==> config.mk <==
export PLATFORM = sky130hd
export DESIGN_NAME = demand_paging_translator_unit
export DESIGN_NICKNAME = d
export VERILOG_FILES = /design/src/rtl/core/dpt_pkg.sv /design/src/rtl/core/dpt_cfg.sv /design/src/rtl/core/dpt_mem.sv /design/src/rtl/core/dpt_ctrl.sv /design/src/rtl/core/demand_paging_translator_unit.sv
export SDC_FILE = /design/constraint.sdc
export NUM_CORES = 1
export LEC_CHECK = 0
export BUFFER_PORTS_ARGS = -buffer_cell sky130_fd_sc_hd__buf_2
export CORE_MARGIN = 2
export CORE_UTILIZATION = 40
export DETAILED_ROUTE_END_ITERATION = 10
export HOLD_SLACK_MARGIN = 0.08
export SYNTH_ARGS = -nofsm -noshare
export SYNTH_HDL_FRONTEND = slang
export SYNTH_SLANG_ARGS = --single-unit
==> constraint.sdc <==
create_clock -name clk -period 9 [get_ports clk]
set_input_delay 1.8 -clock clk [delete_from_list [all_inputs] [get_ports clk]]
set_output_delay 1.8 -clock clk [all_outputs]
set_load 0.05 [all_outputs]
==> src/rtl/core/dpt_pkg.sv <==
// Types and constants of the demand paging translator.
`timescale 1ns / 1ps
package dpt_pkg;

    localparam int PAGE_AW      = 8;
    localparam int FRAME_AW     = 6;
    localparam int OFFSET_W     = 14;
    localparam int PHYS_W       = 20;
    localparam int BASE_SHIFT   = 10;
    localparam int MAX_SIZE_LOG = 4;

    localparam logic [2:0] OUT_HIT        = 3'd0;
    localparam logic [2:0] OUT_FAULT_FREE = 3'd1;
    localparam logic [2:0] OUT_FAULT_REPL = 3'd2;
    localparam logic [2:0] OUT_BAD_PAGE   = 3'd3;
    localparam logic [2:0] OUT_NO_FRAME   = 3'd4;
    localparam logic [2:0] OUT_RESTART    = 3'd5;

    localparam logic KIND_TRANSLATE = 1'b0;
    localparam logic KIND_RESTART   = 1'b1;

    localparam logic [1:0] REG_POLICY    = 2'd0;
    localparam logic [1:0] REG_SIZE_LOG  = 2'd1;
    localparam logic [1:0] REG_PAGES     = 2'd2;
    localparam logic [1:0] REG_FRAME_MAP = 2'd3;

    typedef struct packed {
        logic        kind;
        logic [31:0] logical_addr;
    } in_beat_t;

    typedef struct packed {
        logic [19:0] phys_addr;
        logic [2:0]  outcome;
        logic [5:0]  frame_used;
        logic [3:0]  evicted_page;
        logic [31:0] access_total;
        logic [31:0] hit_total;
        logic [31:0] fault_total;
        logic [31:0] replace_total;
    } out_beat_t;

    typedef struct packed {
        logic        replace_policy;
        logic [2:0]  page_size_log;
        logic [4:0]  pages_in_use;
        logic [63:0] initial_frame_map;
    } cfg_t;

    typedef struct packed {
        logic                rd_en;
        logic [PAGE_AW-1:0]  rd_addr;
        logic                frame_we;
        logic [PAGE_AW-1:0]  frame_waddr;
        logic [FRAME_AW-1:0] frame_wdata;
        logic                prev_we;
        logic                next_we;
        logic [PAGE_AW-1:0]  link_waddr;
        logic [PAGE_AW-1:0]  link_wdata;
    } mem_req_t;

    typedef struct packed {
        logic [FRAME_AW-1:0] frame;
        logic [PAGE_AW-1:0]  prev;
        logic [PAGE_AW-1:0]  next;
    } mem_rsp_t;

endpackage

==> src/rtl/core/dpt_cfg.sv <==
// Configuration register file with its APB-style access port.
`timescale 1ns / 1ps
module dpt_cfg
    import dpt_pkg::*;
(
    input  logic        clk,
    input  logic        rst_n,
    input  logic        psel,
    input  logic        penable,
    input  logic        pwrite,
    input  logic [4:0]  paddr,
    input  logic [63:0] pwdata,
    output logic [63:0] prdata,
    output cfg_t        cfg
);

    cfg_t cfg_reg;
    cfg_t cfg_next;

    always_comb
    begin
        cfg_next = cfg_reg;
        if (psel && penable && pwrite)
        begin
            unique case (paddr[4:3])
                REG_POLICY:    cfg_next.replace_policy    = pwdata[0];
                REG_SIZE_LOG:  cfg_next.page_size_log     = pwdata[2:0];
                REG_PAGES:     cfg_next.pages_in_use      = pwdata[4:0];
                REG_FRAME_MAP: cfg_next.initial_frame_map = pwdata;
                default:       cfg_next = cfg_reg;
            endcase
        end
    end

    always_ff @(posedge clk or negedge rst_n)
    begin
        if (!rst_n)
        begin
            cfg_reg.replace_policy    <= 1'b0;
            cfg_reg.page_size_log     <= 3'd0;
            cfg_reg.pages_in_use      <= 5'd16;
            cfg_reg.initial_frame_map <= 64'd0;
        end
        else
        begin
            cfg_reg <= cfg_next;
        end
    end

    always_comb
    begin
        unique case (paddr[4:3])
            REG_POLICY:    prdata = 64'(cfg_reg.replace_policy);
            REG_SIZE_LOG:  prdata = 64'(cfg_reg.page_size_log);
            REG_PAGES:     prdata = 64'(cfg_reg.pages_in_use);
            REG_FRAME_MAP: prdata = cfg_reg.initial_frame_map;
            default:       prdata = 64'd0;
        endcase
    end

    assign cfg = cfg_reg;

endmodule

==> src/rtl/core/dpt_mem.sv <==
// Page frame memory and residency link memory, with registered reads.
`timescale 1ns / 1ps
module dpt_mem
    import dpt_pkg::*;
#(
    parameter int PAGES  = 16,
    parameter int FRAMES = 64
)
(
    input  logic     clk,
    input  mem_req_t req,
    output mem_rsp_t rsp
);

    localparam int PW = $clog2(PAGES);
    localparam int FW = (FRAMES > 1) ? $clog2(FRAMES) : 1;

    logic [FW-1:0]   frame_mem [PAGES];
    logic [2*PW-1:0] link_mem  [PAGES];
    logic [FW-1:0]   frame_rd_reg;
    logic [2*PW-1:0] link_rd_reg;

    always_ff @(posedge clk)
    begin
        if (req.frame_we)
        begin
            frame_mem[req.frame_waddr[PW-1:0]] <= req.frame_wdata[FW-1:0];
        end
        if (req.rd_en)
        begin
            frame_rd_reg <= frame_mem[req.rd_addr[PW-1:0]];
        end
    end

    always_ff @(posedge clk)
    begin
        if (req.prev_we)
        begin
            link_mem[req.link_waddr[PW-1:0]][2*PW-1:PW] <= req.link_wdata[PW-1:0];
        end
        if (req.next_we)
        begin
            link_mem[req.link_waddr[PW-1:0]][PW-1:0] <= req.link_wdata[PW-1:0];
        end
        if (req.rd_en)
        begin
            link_rd_reg <= link_mem[req.rd_addr[PW-1:0]];
        end
    end

    assign rsp.frame = FRAME_AW'(frame_rd_reg);
    assign rsp.prev  = PAGE_AW'(link_rd_reg[2*PW-1:PW]);
    assign rsp.next  = PAGE_AW'(link_rd_reg[PW-1:0]);

endmodule

==> src/rtl/core/dpt_ctrl.sv <==
// Translation sequencer: page decode, hit and fault handling, restart, queue links, counters.
`timescale 1ns / 1ps
module dpt_ctrl
    import dpt_pkg::*;
#(
    parameter int PAGES  = 16,
    parameter int FRAMES = 64
)
(
    input  logic      clk,
    input  logic      rst_n,
    input  cfg_t      cfg,
    input  logic      in_valid,
    output logic      in_ready,
    input  in_beat_t  in_data,
    output logic      out_valid,
    input  logic      out_ready,
    output out_beat_t out_data,
    output mem_req_t  mem_req,
    input  mem_rsp_t  mem_rsp
);

    localparam int PW = $clog2(PAGES);
    localparam int FW = (FRAMES > 1) ? $clog2(FRAMES) : 1;

    localparam logic [2:0] ST_IDLE  = 3'd0;
    localparam logic [2:0] ST_DEC   = 3'd1;
    localparam logic [2:0] ST_HIT   = 3'd2;
    localparam logic [2:0] ST_EVICT = 3'd3;
    localparam logic [2:0] ST_RM    = 3'd4;
    localparam logic [2:0] ST_APA   = 3'd5;
    localparam logic [2:0] ST_APB   = 3'd6;
    localparam logic [2:0] ST_OUT   = 3'd7;

    logic [2:0]          state_reg, state_next;
    logic [PW-1:0]       page_reg, page_next;
    logic                bad_reg, bad_next;
    logic [OFFSET_W-1:0] offset_reg, offset_next;
    logic [3:0]          shift_reg, shift_next;
    logic [2:0]          outcome_reg, outcome_next;
    logic [FW-1:0]       frame_reg, frame_next;
    logic [PW-1:0]       evict_reg, evict_next;
    logic                grow_reg, grow_next;
    logic [PW-1:0]       prv_reg, prv_next;
    logic [PW-1:0]       nxt_reg, nxt_next;
    logic [PW-1:0]       head_reg, head_next;
    logic [PW-1:0]       tail_reg, tail_next;
    logic [PW:0]         count_reg, count_next;
    logic [PAGES-1:0]    valid_reg, valid_next;
    logic [FRAMES-1:0]   free_reg, free_next;
    logic [31:0]         acc_reg, acc_next;
    logic [31:0]         hit_reg, hit_next;
    logic [31:0]         fault_reg, fault_next;
    logic [31:0]         repl_reg, repl_next;
    out_beat_t           out_reg, out_next;
    logic                out_valid_reg, out_valid_next;

    logic [2:0]          size_log;
    logic [31:0]         page_full;
    logic [31:0]         limit;
    logic [FRAMES-1:0]   free_low;
    logic [FW-1:0]       low_idx;
    logic [PHYS_W-1:0]   phys;

    always_comb
    begin
        size_log  = (cfg.page_size_log > 3'(MAX_SIZE_LOG)) ? 3'(MAX_SIZE_LOG)
                                                           : cfg.page_size_log;
        page_full = in_data.logical_addr >> (BASE_SHIFT + int'(size_log));
        limit     = (32'(cfg.pages_in_use) > 32'(PAGES)) ? 32'(PAGES)
                                                         : 32'(cfg.pages_in_use);
        free_low  = free_reg & (~free_reg + 1'b1);
        low_idx   = '0;
        for (int i = 0; i < FRAMES; i++)
        begin
            if (free_low[i])
            begin
                low_idx = low_idx | FW'(i);
            end
        end
        phys = (PHYS_W'(frame_reg) << shift_reg) | PHYS_W'(offset_reg);
    end

    assign in_ready  = (state_reg == ST_IDLE);
    assign out_valid = out_valid_reg;
    assign out_data  = out_reg;

    always_comb
    begin
        state_next     = state_reg;
        page_next      = page_reg;
        bad_next       = bad_reg;
        offset_next    = offset_reg;
        shift_next     = shift_reg;
        outcome_next   = outcome_reg;
        frame_next     = frame_reg;
        evict_next     = evict_reg;
        grow_next      = grow_reg;
        prv_next       = prv_reg;
        nxt_next       = nxt_reg;
        head_next      = head_reg;
        tail_next      = tail_reg;
        count_next     = count_reg;
        valid_next     = valid_reg;
        free_next      = free_reg;
        acc_next       = acc_reg;
        hit_next       = hit_reg;
        fault_next     = fault_reg;
        repl_next      = repl_reg;
        out_next       = out_reg;
        out_valid_next = out_valid_reg & ~out_ready;
        mem_req        = '0;

        unique case (state_reg)
            ST_IDLE:
            begin
                if (in_valid)
                begin
                    frame_next = '0;
                    evict_next = '0;
                    if (in_data.kind == KIND_RESTART)
                    begin
                        valid_next   = '0;
                        free_next    = ~cfg.initial_frame_map[FRAMES-1:0];
                        count_next   = '0;
                        acc_next     = '0;
                        hit_next     = '0;
                        fault_next   = '0;
                        repl_next    = '0;
                        outcome_next = OUT_RESTART;
                        state_next   = ST_OUT;
                    end
                    else
                    begin
                        page_next   = page_full[PW-1:0];
                        bad_next    = (page_full >= limit);
                        offset_next = in_data.logical_addr[OFFSET_W-1:0]
                                      & (14'h3fff >> (3'(MAX_SIZE_LOG) - size_log));
                        shift_next  = 4'(BASE_SHIFT) + 4'(size_log);
                        state_next  = ST_DEC;
                    end
                end
            end
            ST_DEC:
            begin
                acc_next = acc_reg + 32'd1;
                priority if (bad_reg)
                begin
                    outcome_next = OUT_BAD_PAGE;
                    state_next   = ST_OUT;
                end
                else if (valid_reg[page_reg])
                begin
                    hit_next        = hit_reg + 32'd1;
                    outcome_next    = OUT_HIT;
                    mem_req.rd_en   = 1'b1;
                    mem_req.rd_addr = PAGE_AW'(page_reg);
                    state_next      = ST_HIT;
                end
                else if (|free_reg)
                begin
                    fault_next            = fault_reg + 32'd1;
                    frame_next            = low_idx;
                    free_next             = free_reg & ~free_low;
                    valid_next[page_reg]  = 1'b1;
                    mem_req.frame_we      = 1'b1;
                    mem_req.frame_waddr   = PAGE_AW'(page_reg);
                    mem_req.frame_wdata   = FRAME_AW'(low_idx);
                    grow_next             = 1'b1;
                    outcome_next          = OUT_FAULT_FREE;
                    state_next            = ST_APA;
                end
                else if (count_reg != '0)
                begin
                    fault_next      = fault_reg + 32'd1;
                    repl_next       = repl_reg + 32'd1;
                    mem_req.rd_en   = 1'b1;
                    mem_req.rd_addr = PAGE_AW'(head_reg);
                    outcome_next    = OUT_FAULT_REPL;
                    state_next      = ST_EVICT;
                end
                else
                begin
                    fault_next   = fault_reg + 32'd1;
                    outcome_next = OUT_NO_FRAME;
                    state_next   = ST_OUT;
                end
            end
            ST_HIT:
            begin
                frame_next = mem_rsp.frame[FW-1:0];
                prv_next   = mem_rsp.prev[PW-1:0];
                nxt_next   = mem_rsp.next[PW-1:0];
                grow_next  = 1'b0;
                if (cfg.replace_policy && (page_reg != tail_reg))
                begin
                    if (page_reg == head_reg)
                    begin
                        head_next  = mem_rsp.next[PW-1:0];
                        state_next = ST_APA;
                    end
                    else
                    begin
                        mem_req.next_we    = 1'b1;
                        mem_req.link_waddr = mem_rsp.prev;
                        mem_req.link_wdata = mem_rsp.next;
                        state_next         = ST_RM;
                    end
                end
                else
                begin
                    state_next = ST_OUT;
                end
            end
            ST_RM:
            begin
                mem_req.prev_we    = 1'b1;
                mem_req.link_waddr = PAGE_AW'(nxt_reg);
                mem_req.link_wdata = PAGE_AW'(prv_reg);
                state_next         = ST_APA;
            end
            ST_EVICT:
            begin
                evict_next           = head_reg;
                frame_next           = mem_rsp.frame[FW-1:0];
                valid_next[head_reg] = 1'b0;
                valid_next[page_reg] = 1'b1;
                mem_req.frame_we     = 1'b1;
                mem_req.frame_waddr  = PAGE_AW'(page_reg);
                mem_req.frame_wdata  = mem_rsp.frame;
                grow_next            = 1'b0;
                if (count_reg == (PW+1)'(1))
                begin
                    head_next  = page_reg;
                    tail_next  = page_reg;
                    state_next = ST_OUT;
                end
                else
                begin
                    head_next  = mem_rsp.next[PW-1:0];
                    state_next = ST_APA;
                end
            end
            ST_APA:
            begin
                if (count_reg == '0)
                begin
                    head_next  = page_reg;
                    tail_next  = page_reg;
                    count_next = count_reg + 1'b1;
                    state_next = ST_OUT;
                end
                else
                begin
                    mem_req.next_we    = 1'b1;
                    mem_req.link_waddr = PAGE_AW'(tail_reg);
                    mem_req.link_wdata = PAGE_AW'(page_reg);
                    state_next         = ST_APB;
                end
            end
            ST_APB:
            begin
                mem_req.prev_we    = 1'b1;
                mem_req.link_waddr = PAGE_AW'(page_reg);
                mem_req.link_wdata = PAGE_AW'(tail_reg);
                tail_next          = page_reg;
                if (grow_reg)
                begin
                    count_next = count_reg + 1'b1;
                end
                state_next = ST_OUT;
            end
            ST_OUT:
            begin
                if (!out_valid_reg || out_ready)
                begin
                    out_next.phys_addr     = (outcome_reg <= OUT_FAULT_REPL) ? phys : '0;
                    out_next.outcome       = outcome_reg;
                    out_next.frame_used    = 6'(frame_reg);
                    out_next.evicted_page  = 4'(evict_reg);
                    out_next.access_total  = acc_reg;
                    out_next.hit_total     = hit_reg;
                    out_next.fault_total   = fault_reg;
                    out_next.replace_total = repl_reg;
                    out_valid_next         = 1'b1;
                    state_next             = ST_IDLE;
                end
            end
            default:
            begin
                state_next = ST_IDLE;
            end
        endcase
    end

    always_ff @(posedge clk or negedge rst_n)
    begin
        if (!rst_n)
        begin
            state_reg     <= ST_IDLE;
            head_reg      <= '0;
            tail_reg      <= '0;
            count_reg     <= '0;
            valid_reg     <= '0;
            free_reg      <= {FRAMES{1'b1}};
            acc_reg       <= '0;
            hit_reg       <= '0;
            fault_reg     <= '0;
            repl_reg      <= '0;
            out_valid_reg <= 1'b0;
        end
        else
        begin
            state_reg     <= state_next;
            head_reg      <= head_next;
            tail_reg      <= tail_next;
            count_reg     <= count_next;
            valid_reg     <= valid_next;
            free_reg      <= free_next;
            acc_reg       <= acc_next;
            hit_reg       <= hit_next;
            fault_reg     <= fault_next;
            repl_reg      <= repl_next;
            out_valid_reg <= out_valid_next;
        end
    end

    always_ff @(posedge clk)
    begin
        page_reg    <= page_next;
        bad_reg     <= bad_next;
        offset_reg  <= offset_next;
        shift_reg   <= shift_next;
        outcome_reg <= outcome_next;
        frame_reg   <= frame_next;
        evict_reg   <= evict_next;
        grow_reg    <= grow_next;
        prv_reg     <= prv_next;
        nxt_reg     <= nxt_next;
        out_reg     <= out_next;
    end

endmodule

==> src/rtl/core/demand_paging_translator_unit.sv <==
// Top level of the demand paging address translator.
//
// The input channel takes one beat per request: a translate of a logical
// address or a restart. The output channel returns exactly one beat per
// request with the physical address, the outcome, the frame, the evicted page
// and the four running counters. Both channels use valid and ready.
// A restart goes straight to the output step; a bad page or a missing frame
// passes decode first; a hit also reads the page memory; a fault into a free
// frame appends the page; a replacement evicts the head first; an LRU hit that
// moves the page from the middle of the queue unlinks it. These steps are set
// by the single write port of the link memory, which holds the residency order
// as a doubly linked list. One request is in flight at a time. The next one is
// accepted in the cycle after the result enters the output register, even
// while that result waits. If the receiver stalls, the block holds its result
// and waits before loading the following one. Reset clears the valid bits, the
// frame map, the queue and the counters at once; no clearing pass is needed.
// Configuration is written through the APB-style port; the user must write it
// only while the block is idle, as the block itself does not enforce this.
`timescale 1ns / 1ps
module demand_paging_translator_unit
    import dpt_pkg::*;
#(
    parameter int PAGES  = 16,
    parameter int FRAMES = 64
)
(
    input  logic      clk,
    input  logic      rst_n,
    input  logic      psel,
    input  logic      penable,
    input  logic      pwrite,
    input  logic [4:0]  paddr,
    input  logic [63:0] pwdata,
    output logic [63:0] prdata,
    output logic      pready,
    input  logic      in_valid,
    output logic      in_ready,
    input  in_beat_t  in_data,
    output logic      out_valid,
    input  logic      out_ready,
    output out_beat_t out_data
);

    cfg_t     cfg;
    mem_req_t mem_req;
    mem_rsp_t mem_rsp;

    assign pready = 1'b1;

    dpt_cfg u_cfg (
        .clk     (clk),
        .rst_n   (rst_n),
        .psel    (psel),
        .penable (penable),
        .pwrite  (pwrite),
        .paddr   (paddr),
        .pwdata  (pwdata),
        .prdata  (prdata),
        .cfg     (cfg)
    );

    dpt_mem #(
        .PAGES  (PAGES),
        .FRAMES (FRAMES)
    ) u_mem (
        .clk (clk),
        .req (mem_req),
        .rsp (mem_rsp)
    );

    dpt_ctrl #(
        .PAGES  (PAGES),
        .FRAMES (FRAMES)
    ) u_ctrl (
        .clk       (clk),
        .rst_n     (rst_n),
        .cfg       (cfg),
        .in_valid  (in_valid),
        .in_ready  (in_ready),
        .in_data   (in_data),
        .out_valid (out_valid),
        .out_ready (out_ready),
        .out_data  (out_data),
        .mem_req   (mem_req),
        .mem_rsp   (mem_rsp)
    );

endmodule

==> metrics.txt <==
outcome=finished, final reports clean; YS warnings=0; clock power share=0.279; worst relative slew slack=0.1108; crit-path max FO=16; Worst Setup Start Kind=flop; Final setup viols=0; Synth Area in Adders=0.006112; I/O Pins=337; DRT antenna net count=0; Synth Instances=approximately 2,700; dpl cell area=35,600 sq um; switching part of the total=0.3859; sequential power share=0.408; largest family of logic cells by synthesized area=simple AND/OR/NAND/NOR gates; # nets final=between 3,000 and 4,000; FFs w/ async S/R, synth=0.4016; Crit path max-delay family=compound AO/OA/AOI/OAI gates; Setup Buffers After CTS=0; drt total wl=between 90,000 and 100,000 um; DRT Pass-1 Iters=5; via/cell ratio=5.634; EDFF count, synth=444; Leak=15.04 nW; Synth Cell Area=32,750 sq um; Rows=104; Die ar.=between 80,000 and 90,000 sq um; DRC=0; Initial Util=0.4053; WL/cell=21.73 um; largest net degree at the start of global routing=163; grt total ovfl=0; HPWL after DPL=62,940 um; clock transition at the registers of the reported paths=~0.060 ns; cells along the critical path=mux4_2 -> mux2_2 -> a22oi_1 -> nand4_1 -> a21oi_1 -> or3_1 -> o22ai_1 -> or4_1; PD cells=317.4 nW/um^2; first-pass GRT wire length=138,700 um; clk_skew=approximately 0.026 ns; Clock Sinks=742; Filler Cell Count=between 7,000 and 8,000; Least-Margin Pin Slew=1.334 ns; initial antenna violation count=7; max frequency=roughly 0.18 GHz; combinational share of power=0.313; CP Capture Type=flop; clk root buf=clkbuf_16; Buf+Inv Stages, Crit Path=0; Final Hold Viols=0; core area=80,810 sq um; Synth Area in Simple Gates=0.1441; sequential area share after synthesis=0.6373; Avg Synthesized Cell Area=12.20 sq um; CP max stage delay=1.00 ns; vias in the first global route=23,080; crit path DAT=approximately 5.9 ns; max reg flops=between 150 and 200; share of layout cells above drive strength 1=0.2232; worst min path class=reg -> reg; register area=20,870 sq um; sw power=4.696 mW; footprint of the multi-input gates=11,190 sq um; synth-to-layout area growth=17.03%; period utilization=0.6111; post-layout util=0.4743; top_reg_cell synth=edfxtp_1; Die Ht=290.1 um; Routability Congestion=between 0.8 and 0.9; synth unique cells=82; Port Buf Inserts=332; setup TNS=0 ns; Required @ worst endpoint=9.37 ns; Final Critical Period=between 5 and 6 ns; WS Path Type=reg -> reg; final std cells w/o fill=4,148; Die Width=slightly below 300 um; Clock Tree Buf Depth=3; Clock H-tree levels=3; flop and latch count out of synthesis=around 740; slowest CP cell=a21oi_1; RSZ-0062 raised after global routing=no; final instance area=38,330 sq um; total track usage=0.2102; Synth Area in Compound Gates=0.09337; DP Cell Count=between 3,000 and 4,000; worst ir drop on vdd=~0.00029 V; vias after detailed routing=around 23,000; TritonCTS buffer count=81; Worst-Skew Late Latency=0.64 ns; drt first-iter violations=about 2,000; hold_ws=0.4205 ns; Post-Synth XOR/XNOR Area=0.02728; mux contribution to synthesized area=0.06884; Final Max Slew Viols=0; Internal=around 7.5 mW; Max Cap Viol=0; post-CTS sizing=0; CTS Hold Bufs=0; CTS tree=built
==> worst reg2reg max path, cell delays in order (launching register included) <==
cell and delay, ns:
edfxtp_1 0.87, mux4_2 0.63, mux2_2 0.33, a22oi_1 0.68
nand4_1 0.22, a21oi_1 1.00, or3_1 0.70, o22ai_1 0.28
or4_1 0.54
==> through the flow <==
step / power, mW / setup WS, ns
2_1_floorplan: 7.556 / 2.364
3_3_place_gp: 8.756 / 3.602
3_5_place_dp: 8.824 / 3.560
4_1_cts: 12.23 / 3.496
5_1_grt: 12.71 / 3.338
6_report: 12.17 / 3.500
==> power by group through the flow <==
stage                     registers [mW]  clock network, mW  logic, mW
after floorplan                     5.76                  0       1.80
after global placement              5.01                  0       3.74
after detailed placement            5.03                  0       3.79
after CTS                           4.97               3.45       3.80
after global routing                5.04               3.60       4.07
final                               4.97               3.39       3.81
==> final cells by class <==
| class | instances | share of cell area |
|---|---|---|
| diodes | 6 | 0.0003917 |
| clock buffers | 107 | 0.05784 |
| clock inverters | 45 | 0.01289 |
| inverters | 57 | 0.005582 |
| multi-input cells | 1760 | 0.2920 |
| flip-flops and latches | 742 | 0.5445 |
| well taps | 1060 | 0.03460 |
| repair buffers | 371 | 0.05223 |
==> cells in the mapped netlist (all sizes together), types with 6 or more instances <==
| library cell | number | share of area |
|---|---|---|
| a211o | 11 | 0.0029 |
| a211oi | 24 | 0.0058 |
| a21o | 8 | 0.0018 |
| a21oi | 121 | 0.019 |
| a221o | 8 | 0.0024 |
| a22o | 6 | 0.0016 |
| a22oi | 6 | 0.0014 |
| a31oi | 17 | 0.0032 |
| a32o | 7 | 0.0021 |
| and2 | 23 | 0.0044 |
| and3 | 107 | 0.021 |
| and4 | 20 | 0.0053 |
| buf | 26 | 0.0049 |
| clkbuf | 100 | 0.011 |
| dfrtp | 233 | 0.18 |
| dfstp | 65 | 0.052 |
| edfxtp | 444 | 0.41 |
| ha | 16 | 0.0061 |
| inv | 56 | 0.0064 |
| mux2 | 90 | 0.031 |
| mux2i | 106 | 0.032 |
| mux4 | 8 | 0.0055 |
| nand2 | 174 | 0.020 |
| nand2b | 26 | 0.0050 |
| nand3 | 71 | 0.011 |
| nand4 | 38 | 0.0074 |
| nor2 | 271 | 0.031 |
| nor2b | 22 | 0.0042 |
| nor3 | 57 | 0.0087 |
| nor4 | 35 | 0.0075 |
| nor4b | 7 | 0.0019 |
| o21ai | 210 | 0.032 |
| o221ai | 9 | 0.0024 |
| o22ai | 31 | 0.0059 |
| or2 | 6 | 0.0011 |
| or3 | 37 | 0.0071 |
| or4 | 22 | 0.0050 |
| xnor2 | 42 | 0.011 |
| xor2 | 60 | 0.016 |
==> cells in the final DEF, fill, tap and decap left out, types with 36 or more instances in the layout <==
cell	Yosys	layout
buf_4	10	36
nand2_1	173	173
dfrtp_1	233	233
o21ai_0	207	204
nor2_1	271	268
edfxtp_1	444	444
nor3_1	57	57
nand4_1	37	37
xnor2_1	42	42
buf_2	8	331
or3_1	37	37
a21oi_1	120	120
dfstp_2	65	65
mux2_2	90	90
and3_1	105	104
mux2i_1	106	106
inv_1	56	56
xor2_1	60	60
clkbuf_16	0	83
nand3_1	70	69
==> worst paths after layout <==
check | startpoint | end | slack (ns) | cells after the start
hold reg to reg | u_ctrl.evict_reg[3] | u_ctrl.out_data[131] | 0.42 | 0
min in group asynchronous | rst_n | u_cfg.cfg[45] | 1.18 | 1
setup / recovery | u_ctrl.page_reg[0] | u_mem.link_rd_reg[3] | 3.50 | 8
setup reg to reg | u_ctrl.page_reg[0] | u_mem.link_rd_reg[3] | 3.50 | 8
hold / removal | u_ctrl.evict_reg[3] | u_ctrl.out_data[131] | 0.42 | 0
max in group asynchronous | rst_n | u_ctrl.fault_reg[18] | 6.40 | 2
==> cells by family after synthesis <==
logic type	count (synthesis)
simple gates	929
buf+inv	183
mux	204
xor+xnor	102
other cells	1
fa+ha+maj	16
flops	742
compound gates	507
==> routing by layer <==
layer / track usage / wire, um / share of wire / vias up
met4: 0.06250 / 2273 / 0.025 / 8
met3: 0.03730 / 6682 / 0.074 / 149
met5: 0 / 56 / 0.00062 / -
li1: - / - / - / 10660
met1: 0.2813 / 37740 / 0.42 / 11710
met2: 0.3498 / 43370 / 0.48 / 849
Note: power is estimated with default switching activity, not from simulation.
